<file path="src/design/sha256_pkg.sv">
// Shared types and constants for the SHA-256 stream hasher.
`default_nettype none

package sha256_pkg;

   // One input transfer as it appears on the request channel.
   typedef struct packed {
      logic [7:0] data_byte;
      logic       has_data;
      logic       finish;
   } req_type;

   // One digest word as it appears on the response channel.
   typedef struct packed {
      logic [31:0] digest_word;
      logic [2:0]  word_index;
      logic        last_word;
   } rsp_type;

   // Classified work items that travel from the front end to the engine.
   typedef enum logic [1:0] {
      CMD_BYTE      = 2'd0,
      CMD_LAST_BYTE = 2'd1,
      CMD_FINISH    = 2'd2
   } cmd_kind_type;

   typedef struct packed {
      cmd_kind_type kind;
      logic [7:0]   data_byte;
   } cmd_type;

   // Padding marker byte.
   localparam logic [7:0] PAD_MARK = 8'h80;

   // Chaining value at the start of each message.
   localparam logic [31:0] HASH_INIT [8] = '{
      32'h6a09e667, 32'hbb67ae85, 32'h3c6ef372, 32'ha54ff53a,
      32'h510e527f, 32'h9b05688c, 32'h1f83d9ab, 32'h5be0cd19
   };

   // Round constants.
   localparam logic [31:0] ROUND_K [64] = '{
      32'h428a2f98, 32'h71374491, 32'hb5c0fbcf, 32'he9b5dba5,
      32'h3956c25b, 32'h59f111f1, 32'h923f82a4, 32'hab1c5ed5,
      32'hd807aa98, 32'h12835b01, 32'h243185be, 32'h550c7dc3,
      32'h72be5d74, 32'h80deb1fe, 32'h9bdc06a7, 32'hc19bf174,
      32'he49b69c1, 32'hefbe4786, 32'h0fc19dc6, 32'h240ca1cc,
      32'h2de92c6f, 32'h4a7484aa, 32'h5cb0a9dc, 32'h76f988da,
      32'h983e5152, 32'ha831c66d, 32'hb00327c8, 32'hbf597fc7,
      32'hc6e00bf3, 32'hd5a79147, 32'h06ca6351, 32'h14292967,
      32'h27b70a85, 32'h2e1b2138, 32'h4d2c6dfc, 32'h53380d13,
      32'h650a7354, 32'h766a0abb, 32'h81c2c92e, 32'h92722c85,
      32'ha2bfe8a1, 32'ha81a664b, 32'hc24b8b70, 32'hc76c51a3,
      32'hd192e819, 32'hd6990624, 32'hf40e3585, 32'h106aa070,
      32'h19a4c116, 32'h1e376c08, 32'h2748774c, 32'h34b0bcb5,
      32'h391c0cb3, 32'h4ed8aa4a, 32'h5b9cca4f, 32'h682e6ff3,
      32'h748f82ee, 32'h78a5636f, 32'h84c87814, 32'h8cc70208,
      32'h90befffa, 32'ha4506ceb, 32'hbef9a3f7, 32'hc67178f2
   };

endpackage

`default_nettype wire

</file>
<file path="src/design/sha256_front.sv">
// Front end: accepts request transfers, drops empty ones and classifies the rest.
`default_nettype none

module sha256_front (
   input  wire logic                clock,
   input  wire logic                reset,
   input  wire logic                req_valid,
   input  wire sha256_pkg::req_type req,
   output logic                     req_stall,
   output logic                     push_valid,
   output sha256_pkg::cmd_type      push_cmd,
   input  wire logic                push_ready
);

   logic                hold_valid_ff, hold_valid_in;
   sha256_pkg::cmd_type hold_ff, hold_in;
   logic                accept;
   logic                useful;

   // Stall only while a held item cannot move into the queue.
   assign req_stall  = hold_valid_ff & ~push_ready;
   assign accept     = req_valid & ~req_stall;
   assign useful     = req.has_data | req.finish;
   assign push_valid = hold_valid_ff;
   assign push_cmd   = hold_ff;

   // Classify the incoming transfer.
   always_comb begin
      hold_in.data_byte = req.data_byte;
      if (req.has_data && req.finish) begin
         hold_in.kind = sha256_pkg::CMD_LAST_BYTE;
      end else if (req.has_data) begin
         hold_in.kind = sha256_pkg::CMD_BYTE;
      end else begin
         hold_in.kind = sha256_pkg::CMD_FINISH;
      end
   end

   // Load on accept, drop items that carry neither a byte nor an end mark.
   always_comb begin
      if (accept) begin
         hold_valid_in = useful;
      end else if (push_ready) begin
         hold_valid_in = 1'b0;
      end else begin
         hold_valid_in = hold_valid_ff;
      end
   end

   always_ff @(posedge clock) begin
      if (reset) begin
         hold_valid_ff <= 1'b0;
      end else begin
         hold_valid_ff <= hold_valid_in;
      end
   end

   always_ff @(posedge clock) begin
      if (accept) begin
         hold_ff <= hold_in;
      end
   end

endmodule

`default_nettype wire

</file>
<file path="src/design/sha256_queue.sv">
// Small command queue between the front end and the hashing engine.
`default_nettype none

module sha256_queue #(
   parameter int Depth = 4
) (
   input  wire logic                clock,
   input  wire logic                reset,
   input  wire logic                push_valid,
   input  wire sha256_pkg::cmd_type push_cmd,
   output logic                     push_ready,
   output logic                     head_valid,
   output sha256_pkg::cmd_type      head_cmd,
   input  wire logic                pop
);

   localparam int PtrW = (Depth > 1) ? $clog2(Depth) : 1;
   localparam int CntW = $clog2(Depth + 1);

   sha256_pkg::cmd_type entry_ff [Depth];
   logic [PtrW-1:0]     wr_ptr_ff, wr_ptr_in;
   logic [PtrW-1:0]     rd_ptr_ff, rd_ptr_in;
   logic [CntW-1:0]     count_ff, count_in;
   logic                do_push;
   logic                do_pop;

   assign push_ready = (count_ff != CntW'(Depth));
   assign head_valid = (count_ff != '0);
   assign head_cmd   = entry_ff[rd_ptr_ff];
   assign do_push    = push_valid & push_ready;
   assign do_pop     = pop & head_valid;

   // Advance pointers with wrap at the queue depth.
   always_comb begin
      wr_ptr_in = wr_ptr_ff;
      rd_ptr_in = rd_ptr_ff;
      count_in  = count_ff;
      if (do_push) begin
         wr_ptr_in = (wr_ptr_ff == PtrW'(Depth - 1)) ? '0 : wr_ptr_ff + 1'b1;
      end
      if (do_pop) begin
         rd_ptr_in = (rd_ptr_ff == PtrW'(Depth - 1)) ? '0 : rd_ptr_ff + 1'b1;
      end
      if (do_push && !do_pop) begin
         count_in = count_ff + 1'b1;
      end else if (do_pop && !do_push) begin
         count_in = count_ff - 1'b1;
      end
   end

   always_ff @(posedge clock) begin
      if (reset) begin
         wr_ptr_ff <= '0;
         rd_ptr_ff <= '0;
         count_ff  <= '0;
      end else begin
         wr_ptr_ff <= wr_ptr_in;
         rd_ptr_ff <= rd_ptr_in;
         count_ff  <= count_in;
      end
   end

   always_ff @(posedge clock) begin
      if (do_push) begin
         entry_ff[wr_ptr_ff] <= push_cmd;
      end
   end

endmodule

`default_nettype wire

</file>
<file path="src/design/sha256_back.sv">
// Hashing engine: block buffer, padding sequencer, round unit and digest output.
`default_nettype none

module sha256_back (
   input  wire logic                clock,
   input  wire logic                reset,
   input  wire logic                cmd_valid,
   input  wire sha256_pkg::cmd_type cmd,
   output logic                     cmd_pop,
   output logic                     rsp_valid,
   output sha256_pkg::rsp_type      rsp,
   input  wire logic                rsp_stall
);

   typedef enum logic [5:0] {
      S_IDLE  = 6'b000001,
      S_MARK  = 6'b000010,
      S_ZERO  = 6'b000100,
      S_ROUND = 6'b001000,
      S_FINAL = 6'b010000,
      S_OUT   = 6'b100000
   } state_type;

   // What follows a compression.
   typedef enum logic [1:0] {
      AFT_DATA = 2'd0,
      AFT_ZERO = 2'd1,
      AFT_OUT  = 2'd2
   } after_type;

   function automatic logic [31:0] rotr(input logic [31:0] x, input logic [4:0] n);
      rotr = (x >> n) | (x << (6'd32 - {1'b0, n}));
   endfunction

   function automatic logic [31:0] big_sig0(input logic [31:0] x);
      big_sig0 = rotr(x, 5'd2) ^ rotr(x, 5'd13) ^ rotr(x, 5'd22);
   endfunction

   function automatic logic [31:0] big_sig1(input logic [31:0] x);
      big_sig1 = rotr(x, 5'd6) ^ rotr(x, 5'd11) ^ rotr(x, 5'd25);
   endfunction

   function automatic logic [31:0] small_sig0(input logic [31:0] x);
      small_sig0 = rotr(x, 5'd7) ^ rotr(x, 5'd18) ^ (x >> 3);
   endfunction

   function automatic logic [31:0] small_sig1(input logic [31:0] x);
      small_sig1 = rotr(x, 5'd17) ^ rotr(x, 5'd19) ^ (x >> 10);
   endfunction

   state_type           state_ff, state_in;
   after_type           after_ff, after_in;
   logic [5:0]          cnt_ff, cnt_in;
   logic [60:0]         count_ff, count_in;
   logic                fin_ff, fin_in;
   logic                fill_end_ff, fill_end_in;
   logic [5:0]          round_ff, round_in;
   logic [2:0]          idx_ff, idx_in;
   logic [31:0]         chain_ff [8];
   logic [31:0]         v_ff [8];
   logic [31:0]         w_ff [16];
   logic                rsp_valid_ff, rsp_valid_in;
   sha256_pkg::rsp_type rsp_ff;

   logic                wr_en;
   logic [7:0]          wr_byte;
   logic                len_wr;
   logic                start;
   logic                out_load;
   logic                out_free;
   logic                msg_done;
   logic [31:0]         t1, t2, choose, major, w_new;

   assign rsp_valid = rsp_valid_ff;
   assign rsp       = rsp_ff;
   assign out_free  = ~rsp_valid_ff | ~rsp_stall;

   // One round of the compression function and the next schedule word.
   always_comb begin
      choose = (v_ff[4] & v_ff[5]) ^ (~v_ff[4] & v_ff[6]);
      major  = (v_ff[0] & v_ff[1]) ^ (v_ff[0] & v_ff[2]) ^ (v_ff[1] & v_ff[2]);
      t1     = v_ff[7] + big_sig1(v_ff[4]) + choose + sha256_pkg::ROUND_K[round_ff] + w_ff[0];
      t2     = big_sig0(v_ff[0]) + major;
      w_new  = small_sig1(w_ff[14]) + w_ff[9] + small_sig0(w_ff[1]) + w_ff[0];
   end

   // Sequence bytes, padding, compressions and digest output.
   always_comb begin
      state_in    = state_ff;
      after_in    = after_ff;
      cnt_in      = cnt_ff;
      count_in    = count_ff;
      fin_in      = fin_ff;
      fill_end_in = fill_end_ff;
      round_in    = round_ff;
      idx_in      = idx_ff;
      wr_en       = 1'b0;
      wr_byte     = '0;
      len_wr      = 1'b0;
      start       = 1'b0;
      cmd_pop     = 1'b0;
      out_load    = 1'b0;
      msg_done    = 1'b0;
      case (state_ff)
         S_IDLE: begin
            if (cmd_valid) begin
               cmd_pop = 1'b1;
               if (cmd.kind == sha256_pkg::CMD_FINISH) begin
                  state_in = S_MARK;
               end else begin
                  wr_en    = 1'b1;
                  wr_byte  = cmd.data_byte;
                  cnt_in   = cnt_ff + 1'b1;
                  count_in = count_ff + 1'b1;
                  fin_in   = (cmd.kind == sha256_pkg::CMD_LAST_BYTE);
                  if (cnt_ff == 6'd63) begin
                     start    = 1'b1;
                     after_in = AFT_DATA;
                     state_in = S_ROUND;
                  end else if (cmd.kind == sha256_pkg::CMD_LAST_BYTE) begin
                     state_in = S_MARK;
                  end
               end
            end
         end
         S_MARK: begin
            wr_en       = 1'b1;
            wr_byte     = sha256_pkg::PAD_MARK;
            cnt_in      = cnt_ff + 1'b1;
            fin_in      = 1'b0;
            // No room left for the length after the marker: zero-fill to block end.
            fill_end_in = (cnt_ff >= 6'd56) && (cnt_ff != 6'd63);
            if (cnt_ff == 6'd63) begin
               start    = 1'b1;
               after_in = AFT_ZERO;
               state_in = S_ROUND;
            end else begin
               state_in = S_ZERO;
            end
         end
         S_ZERO: begin
            if ((cnt_ff == 6'd56) && !fill_end_ff) begin
               len_wr   = 1'b1;
               start    = 1'b1;
               after_in = AFT_OUT;
               state_in = S_ROUND;
            end else begin
               wr_en  = 1'b1;
               cnt_in = cnt_ff + 1'b1;
               if (cnt_ff == 6'd63) begin
                  start       = 1'b1;
                  after_in    = AFT_ZERO;
                  fill_end_in = 1'b0;
                  state_in    = S_ROUND;
               end
            end
         end
         S_ROUND: begin
            round_in = round_ff + 1'b1;
            if (round_ff == 6'd63) begin
               state_in = S_FINAL;
            end
         end
         S_FINAL: begin
            case (after_ff)
               AFT_DATA: state_in = fin_ff ? S_MARK : S_IDLE;
               AFT_ZERO: state_in = S_ZERO;
               AFT_OUT: begin
                  idx_in   = '0;
                  state_in = S_OUT;
               end
               default: state_in = S_IDLE;
            endcase
         end
         S_OUT: begin
            if (out_free) begin
               out_load = 1'b1;
               idx_in   = idx_ff + 1'b1;
               if (idx_ff == 3'd7) begin
                  msg_done = 1'b1;
                  cnt_in   = '0;
                  count_in = '0;
                  state_in = S_IDLE;
               end
            end
         end
         default: state_in = S_IDLE;
      endcase
      if (start) begin
         round_in = '0;
      end
   end

   // Hold the response until the receiver takes the transfer.
   always_comb begin
      if (out_load) begin
         rsp_valid_in = 1'b1;
      end else if (rsp_stall) begin
         rsp_valid_in = rsp_valid_ff;
      end else begin
         rsp_valid_in = 1'b0;
      end
   end

   always_ff @(posedge clock) begin
      if (reset) begin
         state_ff     <= S_IDLE;
         after_ff     <= AFT_DATA;
         cnt_ff       <= '0;
         count_ff     <= '0;
         fin_ff       <= 1'b0;
         fill_end_ff  <= 1'b0;
         round_ff     <= '0;
         idx_ff       <= '0;
         rsp_valid_ff <= 1'b0;
      end else begin
         state_ff     <= state_in;
         after_ff     <= after_in;
         cnt_ff       <= cnt_in;
         count_ff     <= count_in;
         fin_ff       <= fin_in;
         fill_end_ff  <= fill_end_in;
         round_ff     <= round_in;
         idx_ff       <= idx_in;
         rsp_valid_ff <= rsp_valid_in;
      end
   end

   // Fold the working variables into the chain; restart it after a digest.
   always_ff @(posedge clock) begin
      if (reset || msg_done) begin
         for (int i = 0; i < 8; i++) begin
            chain_ff[i] <= sha256_pkg::HASH_INIT[i];
         end
      end else if (state_ff == S_FINAL) begin
         for (int i = 0; i < 8; i++) begin
            chain_ff[i] <= chain_ff[i] + v_ff[i];
         end
      end
   end

   // Load working variables at block start, advance one round per cycle.
   always_ff @(posedge clock) begin
      if (start) begin
         for (int i = 0; i < 8; i++) begin
            v_ff[i] <= chain_ff[i];
         end
      end else if (state_ff == S_ROUND) begin
         v_ff[0] <= t1 + t2;
         v_ff[1] <= v_ff[0];
         v_ff[2] <= v_ff[1];
         v_ff[3] <= v_ff[2];
         v_ff[4] <= v_ff[3] + t1;
         v_ff[5] <= v_ff[4];
         v_ff[6] <= v_ff[5];
         v_ff[7] <= v_ff[6];
      end
   end

   // Block buffer doubles as the schedule window during the rounds.
   always_ff @(posedge clock) begin
      if (state_ff == S_ROUND) begin
         for (int i = 0; i < 15; i++) begin
            w_ff[i] <= w_ff[i + 1];
         end
         w_ff[15] <= w_new;
      end else if (len_wr) begin
         w_ff[14] <= count_ff[60:29];
         w_ff[15] <= {count_ff[28:0], 3'b000};
      end else if (wr_en) begin
         w_ff[cnt_ff[5:2]][{~cnt_ff[1:0], 3'b000} +: 8] <= wr_byte;
      end
   end

   always_ff @(posedge clock) begin
      if (out_load) begin
         rsp_ff.digest_word <= chain_ff[idx_ff];
         rsp_ff.word_index  <= idx_ff;
         rsp_ff.last_word   <= (idx_ff == 3'd7);
      end
   end

endmodule

`default_nettype wire

</file>
<file path="src/design/sha256_stream_hasher.sv">
// Top level of the SHA-256 byte stream hasher.
//
//   channel  direction  handshake              payload
//   req_     in         req_valid / req_stall  sha256_pkg::req_type
//   rsp_     out        rsp_valid / rsp_stall  sha256_pkg::rsp_type
//
// Each data byte is written into the block buffer; every 64th byte starts a compression
// that runs one round per cycle in a single round unit, during which the command queue
// keeps taking transfers until full. An end mark leads to byte-wise padding and length
// loading, one or two compressions and eight digest transfers.
// Reset is synchronous and leaves the hasher at the initial chaining value.
// A stalled response holds the engine; a full queue stalls the request side.
`default_nettype none

module sha256_stream_hasher #(
   parameter int QueueDepth = 4
) (
   input  wire logic                clock,
   input  wire logic                reset,
   input  wire logic                req_valid,
   input  wire sha256_pkg::req_type req,
   output logic                     req_stall,
   output logic                     rsp_valid,
   output sha256_pkg::rsp_type      rsp,
   input  wire logic                rsp_stall
);

   logic                push_valid;
   logic                push_ready;
   sha256_pkg::cmd_type push_cmd;
   logic                head_valid;
   sha256_pkg::cmd_type head_cmd;
   logic                head_pop;

   sha256_front u_front (
      .clock      (clock),
      .reset      (reset),
      .req_valid  (req_valid),
      .req        (req),
      .req_stall  (req_stall),
      .push_valid (push_valid),
      .push_cmd   (push_cmd),
      .push_ready (push_ready)
   );

   sha256_queue #(
      .Depth (QueueDepth)
   ) u_queue (
      .clock      (clock),
      .reset      (reset),
      .push_valid (push_valid),
      .push_cmd   (push_cmd),
      .push_ready (push_ready),
      .head_valid (head_valid),
      .head_cmd   (head_cmd),
      .pop        (head_pop)
   );

   sha256_back u_back (
      .clock     (clock),
      .reset     (reset),
      .cmd_valid (head_valid),
      .cmd       (head_cmd),
      .cmd_pop   (head_pop),
      .rsp_valid (rsp_valid),
      .rsp       (rsp),
      .rsp_stall (rsp_stall)
   );

endmodule

`default_nettype wire

</file>
<file path="config.mk">
export PLATFORM = sky130hd
export DESIGN_NAME = sha256_stream_hasher
export DESIGN_NICKNAME = d
export VERILOG_FILES = /design/src/design/sha256_pkg.sv /design/src/design/sha256_front.sv /design/src/design/sha256_queue.sv /design/src/design/sha256_back.sv /design/src/design/sha256_stream_hasher.sv
export SDC_FILE = /design/constraint.sdc
export NUM_CORES = 2
export LEC_CHECK = 0
export BUFFER_PORTS_ARGS = -buffer_cell sky130_fd_sc_hd__buf_2
export CAP_MARGIN = 30
export CORE_MARGIN = 5
export CORE_UTILIZATION = 55
export DETAILED_ROUTE_END_ITERATION = 12
export MAX_ROUTING_LAYER = met4
export PLACE_DENSITY = 0.74
export SYNTH_ARGS = -nofsm -noshare
export SYNTH_HDL_FRONTEND = slang
export SYNTH_SLANG_ARGS = --single-unit
</file>
<file path="constraint.sdc">
create_clock -name clock -period 20.4 [get_ports clock]
set_clock_uncertainty 0.05 [all_clocks]
set_input_delay 3.06 -clock clock [delete_from_list [all_inputs] [get_ports clock]]
set_output_delay 3.06 -clock clock [all_outputs]
set_load 0.1 [all_outputs]
</file>
==> Yosys cells after proc, flatten, opt, wreduce, memory -nomap -nowiden <==
Memories as Yosys holds them, arrays and structs flattened. A register that Yosys moved wholly into a read port is not among the register bits.
Cells that the tools add are included.
{ "classes": {"bitwise_logic": 57, "shifts": 2, "muxes": 114, "n_addsub": 27, "magnitude_cmp": 2, "eq_ne": 30, "reduce_logical": 28} }
{ "ops": {"columns": ["op", "n"], "rows": [
  ["$mux 32", 23],
  ["$add 32x32->32", 18],
  ["$xor 32x32->32", 9],
  ["$mux 61", 4],
  ["$and 32x32->32", 5],
  ["$pmux 61 s2", 1],
  ["$mux 6", 14],
  ["$add 61x1->61 const B", 1],
  ["$mux 1", 43],
  ["$pmux 6 s6", 1],
  ["$not 32->32", 1],
  ["$or 10x32->32", 1],
  ["$or 13x32->32", 1],
  ["$or 14x32->32", 1],
  ["$or 15x32->32", 1],
  ["$or 19x32->32", 1],
  ["$or 21x32->32", 1],
  ["$or 25x32->32", 1],
  ["$or 26x32->32", 1],
  ["$or 30x32->32", 1],
  ["$or 7x32->32", 1],
  ["$reduce_or 32->1", 1],
  ["$shift 8x7->32 const A", 1],
  ["$shiftx 8x7->32", 1],
  ["other kinds (52)", 127]
]} }
{ "word_totals": {"ff_bits": 109, "ram_bits": 1064, "output_inout_bits": 38, "rom_bits": 2048, "elab_cells": 282, "in_bits": 14, "n_memories": 5} }
{ "memory_table": {"columns": ["name", "words", "word_bits", "read_ports", "rd_ports_with_merged_regs", "wr", "line", "text"], "rows": [
  ["(name not given)", 64, 32, 1, 0, 0, "sha256_back.sv:82", "t1 = v_ff[7] + big_sig1(v_ff[4]) + choose + sha256_pkg::ROUND_K[round_ff] + w_ff[0];"],
  ["u_back.w_ff", 16, 32, 16, 0, 16, "sha256_back.sv:61", "logic [31:0] w_ff [16];"],
  ["u_back.chain_ff", 8, 32, 9, 1, 8, "sha256_back.sv:59", "logic [31:0] chain_ff [8];"],
  ["u_back.v_ff", 8, 32, 8, 0, 8, "sha256_back.sv:60", "logic [31:0] v_ff [8];"],
  ["u_queue.entry_ff", 4, 10, 1, 1, 1, "sha256_queue.sv:20", "sha256_pkg::cmd_type entry_ff [Depth];"]
]} }

==> Longest topological paths before layout <==
{ "logic_depth": {"word_depth": 10, "ltp_mapped": 42, "depth_no_buf": 40} }

==> Cells and area by module <==
A second synthesis with hierarchy kept.
{ "unflattened": {"hier_cells": 7754, "area_unflattened_um2": 77652.0} }
{ "modules_own_cells": {"columns": ["module", "seq_area_each_um2", "n_inst", "area_per_inst_um2", "cells_each"], "rows": [
  ["sha256_back", 33572.2, 1, 75366.0, 7636],
  ["sha256_queue", 1381.3, 1, 1919.3, 100],
  ["sha256_front", 320.3, 1, 366.6, 18]
]} }

==> Least setup slack after synthesis <==
OpenSTA, ideal clock, no wires.
{ "synth_path": {"path_kind": "in2reg", "startpoint": "in rsp_stall", "endpoint": "mem u_back.chain_ff[0][0] (enable)", "stages": 7, "required_time_ns": 18.388, "slack_ns": 10.074, "n_path_buf": 2, "arrival_ns": 8.314, "setup_time_ns": 1.962, "path_cell_list": "nand2_1 nand2_1 nor2_1 nor2_1 clkbuf_1 clkbuf_1 nand2_1"} }
{ "synth_rtl": {"columns": ["element", "line", "text"], "rows": [
  ["from (decl)", "sha256_stream_hasher.sv:25", "input wire logic rsp_stall"],
  ["to (decl)", "sha256_back.sv:59", null]
]} }

==> results.toml <==
[setup_path]
crit_arrival_ns = 11.31
end_kind = "flip-flop"
cp_slowest_cell = "ha_1"
reg2reg_to = "u_back.v_ff[0][24]$_DFFE_PP_"
crit_path_start_kind = "flip-flop"
crit_required_ns = 20.87
path_delay_family = "compound AO/OA/AOI/OAI gates"
r2r_cells = 38
cp_max_fo = 25
cp.buffers_inverters = 6
crit_top_cell = "a21oi_1"
r2r_slack_ns = 9.56
path_class = "reg2reg"
slowest_delay_ns = 0.55
reg2reg_from = "u_back.round_ff[1]$_SDFFE_PP0P_"

[synthesis]
synth_area_leaders = "edfxtp_1 43%, nand2_1 7.5%, ha_1 6.5%"
synth_top_area_cell = "edfxtp_1"
synth_edf_count = 1110
postSynthCellCount = 7704
seq_area_frac_synth_pct = 45.3
synth_nets = 8320
postSynthAreaPerCell_sq_um = 10.1
synthesis.area_sq_um = 77800
yosys_most_used_dff = "edfxtp_1"
yosysWarnings = 0
ys_types = 91
yosysTopAreaCellShare_pct = 42.9
yosys_register_bits = 1207
async_reset_ff_share_pct = 0

[clock_network]
h-tree-depth = 4
post_cts_buffers = 0
clockBufferDepth = 3
clkSinkCount = 1207
cts_resized = 0
cts-root-buf = "clkbuf_16"
cts_buffers = 137
clk_pin_slew_ns = 0.06
insertion_delay_ns = 0.82
tritoncts = "built"
ctsHoldBuffers = 0

[min_path]
holdCritStartpoint = "u_front.push_cmd[1]$_DFFE_PP_"
holdPathStages = 0
min_to = "u_queue.entry_ff[3][1]$_DFFE_PP_"
hp-class = "reg2reg"

[layout]
area_growth_pct = 8.58
drive_above_1_share_pct = 7.83
layout.nets = 8204
final_cell_mix = "1558 x nand2_1, 1110 x edfxtp_1, 806 x o21ai_0, 410 x nor2_1, 406 x ha_1"
fin_cells = 9596
fillers = 11500
layout_commonest_cell = "nand2_1"

[routing]
vias = 60500
dr_wl_met3_um = 25800
drc_errors = 0
wl_um = 243000
vias_per_cell = 6.31
dr.max_layer_used = "met4"
wl_met2_um = 106000
drt_iter0_drc = 7352
ant_nets = 0
dr.pass1.iters = 6
wl_per_cell_um = 25.3
wl_met1_um = 95800

[placed_design]
portBuffers = 51
place_ws_ns = 9.85
dp_hpwl_um = 178000
place_inst = 9337
routabilityCongestion = 1.03

[sta]
worstMarginPinSlew_ns = 1.13
hold_viol = 0
relSlewSlack_pct = 24.4
period_needed_ns = 10.84
worst_slack_ns = 9.56
period_share_pct = 53.2
rsz0062_at_grt = "false"
report.final.slew_viol_count = 0
setup_viol = 0
fmax_mhz = 92.2
fin_tns_setup_ns = 0

[die]
core_area_sq_um = 141000
die_w_um = 386
fp.dieH_um = 386
io_pins = 52
start_util_pct = 55.1
core.rowCount = 138
die_area_sq_um = 149000

[pwr]
power_mw = 6.59
power_leakage_nw = 33.1
p_per_area_nw_per_um2 = 78.0
ir_drop_mv = 0.0830

[global_route]
grt_pass1_wl_um = 361000
grt_max_degree = 158
antenna_found_initial = 8
grt_pass1_vias = 57200
grtUsageTotal_pct = 33.2
overflow = 0

[flow_run]
cap_violations = 0

[run_status]
status = "finished clean"
## worst max path at each step
stage                                          startpoint                             endpoint  cells past startpoint
after floorplan                                 rsp_stall  u_back.chain_ff[0][0]$_SDFFCE_PN1P_                      7
after global placement    u_back.round_ff[1]$_SDFFE_PP0P_         u_back.v_ff[0][30]$_DFFE_PP_                     38
after detailed placement  u_back.round_ff[1]$_SDFFE_PP0P_         u_back.v_ff[0][31]$_DFFE_PP_                     41
after CTS                 u_back.round_ff[1]$_SDFFE_PP0P_         u_back.v_ff[0][31]$_DFFE_PP_                     41
after global routing      u_back.round_ff[1]$_SDFFE_PP0P_         u_back.v_ff[0][30]$_DFFE_PP_                     41
final                     u_back.round_ff[1]$_SDFFE_PP0P_         u_back.v_ff[0][24]$_DFFE_PP_                     38
## area by class of cell
| class | instances | area (sq um) | share of cell area (%) |
|---|---|---|---|
| Inverter | 279 | 1050 | 1.24 |
| Tap cell | 1890 | 2360 | 2.80 |
| Timing Repair Buffer | 120 | 837 | 0.991 |
| Sequential cell | 1207 | 35300 | 41.8 |
| Clock inverter | 78 | 1080 | 1.27 |
| Antenna cell | 5 | 12.5 | 0.0148 |
| Clock buffer | 174 | 3680 | 4.36 |
| Multi-Input combinational cell | 5843 | 40200 | 47.5 |
## cell usage after synthesis, drive strengths merged (49+ instances only)
| library cell | instances |
|---|---|
| mux2 | 125 |
| nor3 | 94 |
| a21oi | 355 |
| and3 | 49 |
| xor2 | 222 |
| inv | 275 |
| mux4 | 80 |
| o21ai | 820 |
| fa | 196 |
| nand2 | 1561 |
| nand3 | 88 |
| ha | 406 |
| clkbuf | 332 |
| o21a | 62 |
| nor2b | 61 |
| nor2 | 414 |
| edfxtp | 1110 |
| a31oi | 64 |
| xnor2 | 397 |
| nand2b | 80 |
| a21o | 194 |
| dfxtp | 97 |
## layer usage
metal,GRT usage [%],up-vias
met4,16.4,0
met1,43.6,29300
li1,-,27200
met5,-,-
met3,7.48,699
met2,48.7,3298
## state kept, by name, indices dropped and copies added, names as in the netlist, named ones only
signal and count:
u_back.after_ff 2, u_back.chain_ff 256, u_back.cnt_ff 6, u_back.count_ff 61, u_back.fill_end_ff 1, u_back.fin_ff 1, u_back.idx_ff 3, u_back.round_ff 6
u_back.rsp 36, u_back.rsp_valid 1, u_back.state_ff 6, u_back.v_ff 256, u_back.w_ff 512, u_front.push_cmd 10, u_front.push_valid 1, u_queue.count_ff 3
u_queue.entry_ff 40, u_queue.rd_ptr_ff 2, u_queue.wr_ptr_ff 2
## stage by stage
| step | instance area, sq um | util (%) | hold WS [ns] |
|---|---|---|---|
| after CTS | 84400 | 59.8 | 0.457 |
| final | 84500 | 59.9 | 0.456 |
| after global placement | 79600 | 56.4 | 0.431 |
| after detailed placement | 79700 | 56.5 | 0.435 |
| after global routing | 84500 | 59.9 | 0.473 |
| after floorplan | 77800 | - | 0.385 |
## cells by family after synthesis
logic type | synth area share, %
buffers and inverters | 3.17
multiplexers | 4.47
AO/OA/AOI/OAI | 14.0
flip-flops | 45.3
AND/OR/NAND/NOR | 14.1
adder cells (fa/ha/maj) | 11.9
XOR/XNOR | 7.03
## power by group
group / internal (mW) / total [mW] / switching, mW
logic: 0.469 / 1.18 / 0.709
clock network: 1.50 / 2.61 / 1.10
registers: 2.74 / 2.80 / 0.0616
total: 4.71 / 6.59 / 1.88
No activity file was read; power rests on OpenSTA's default activity.
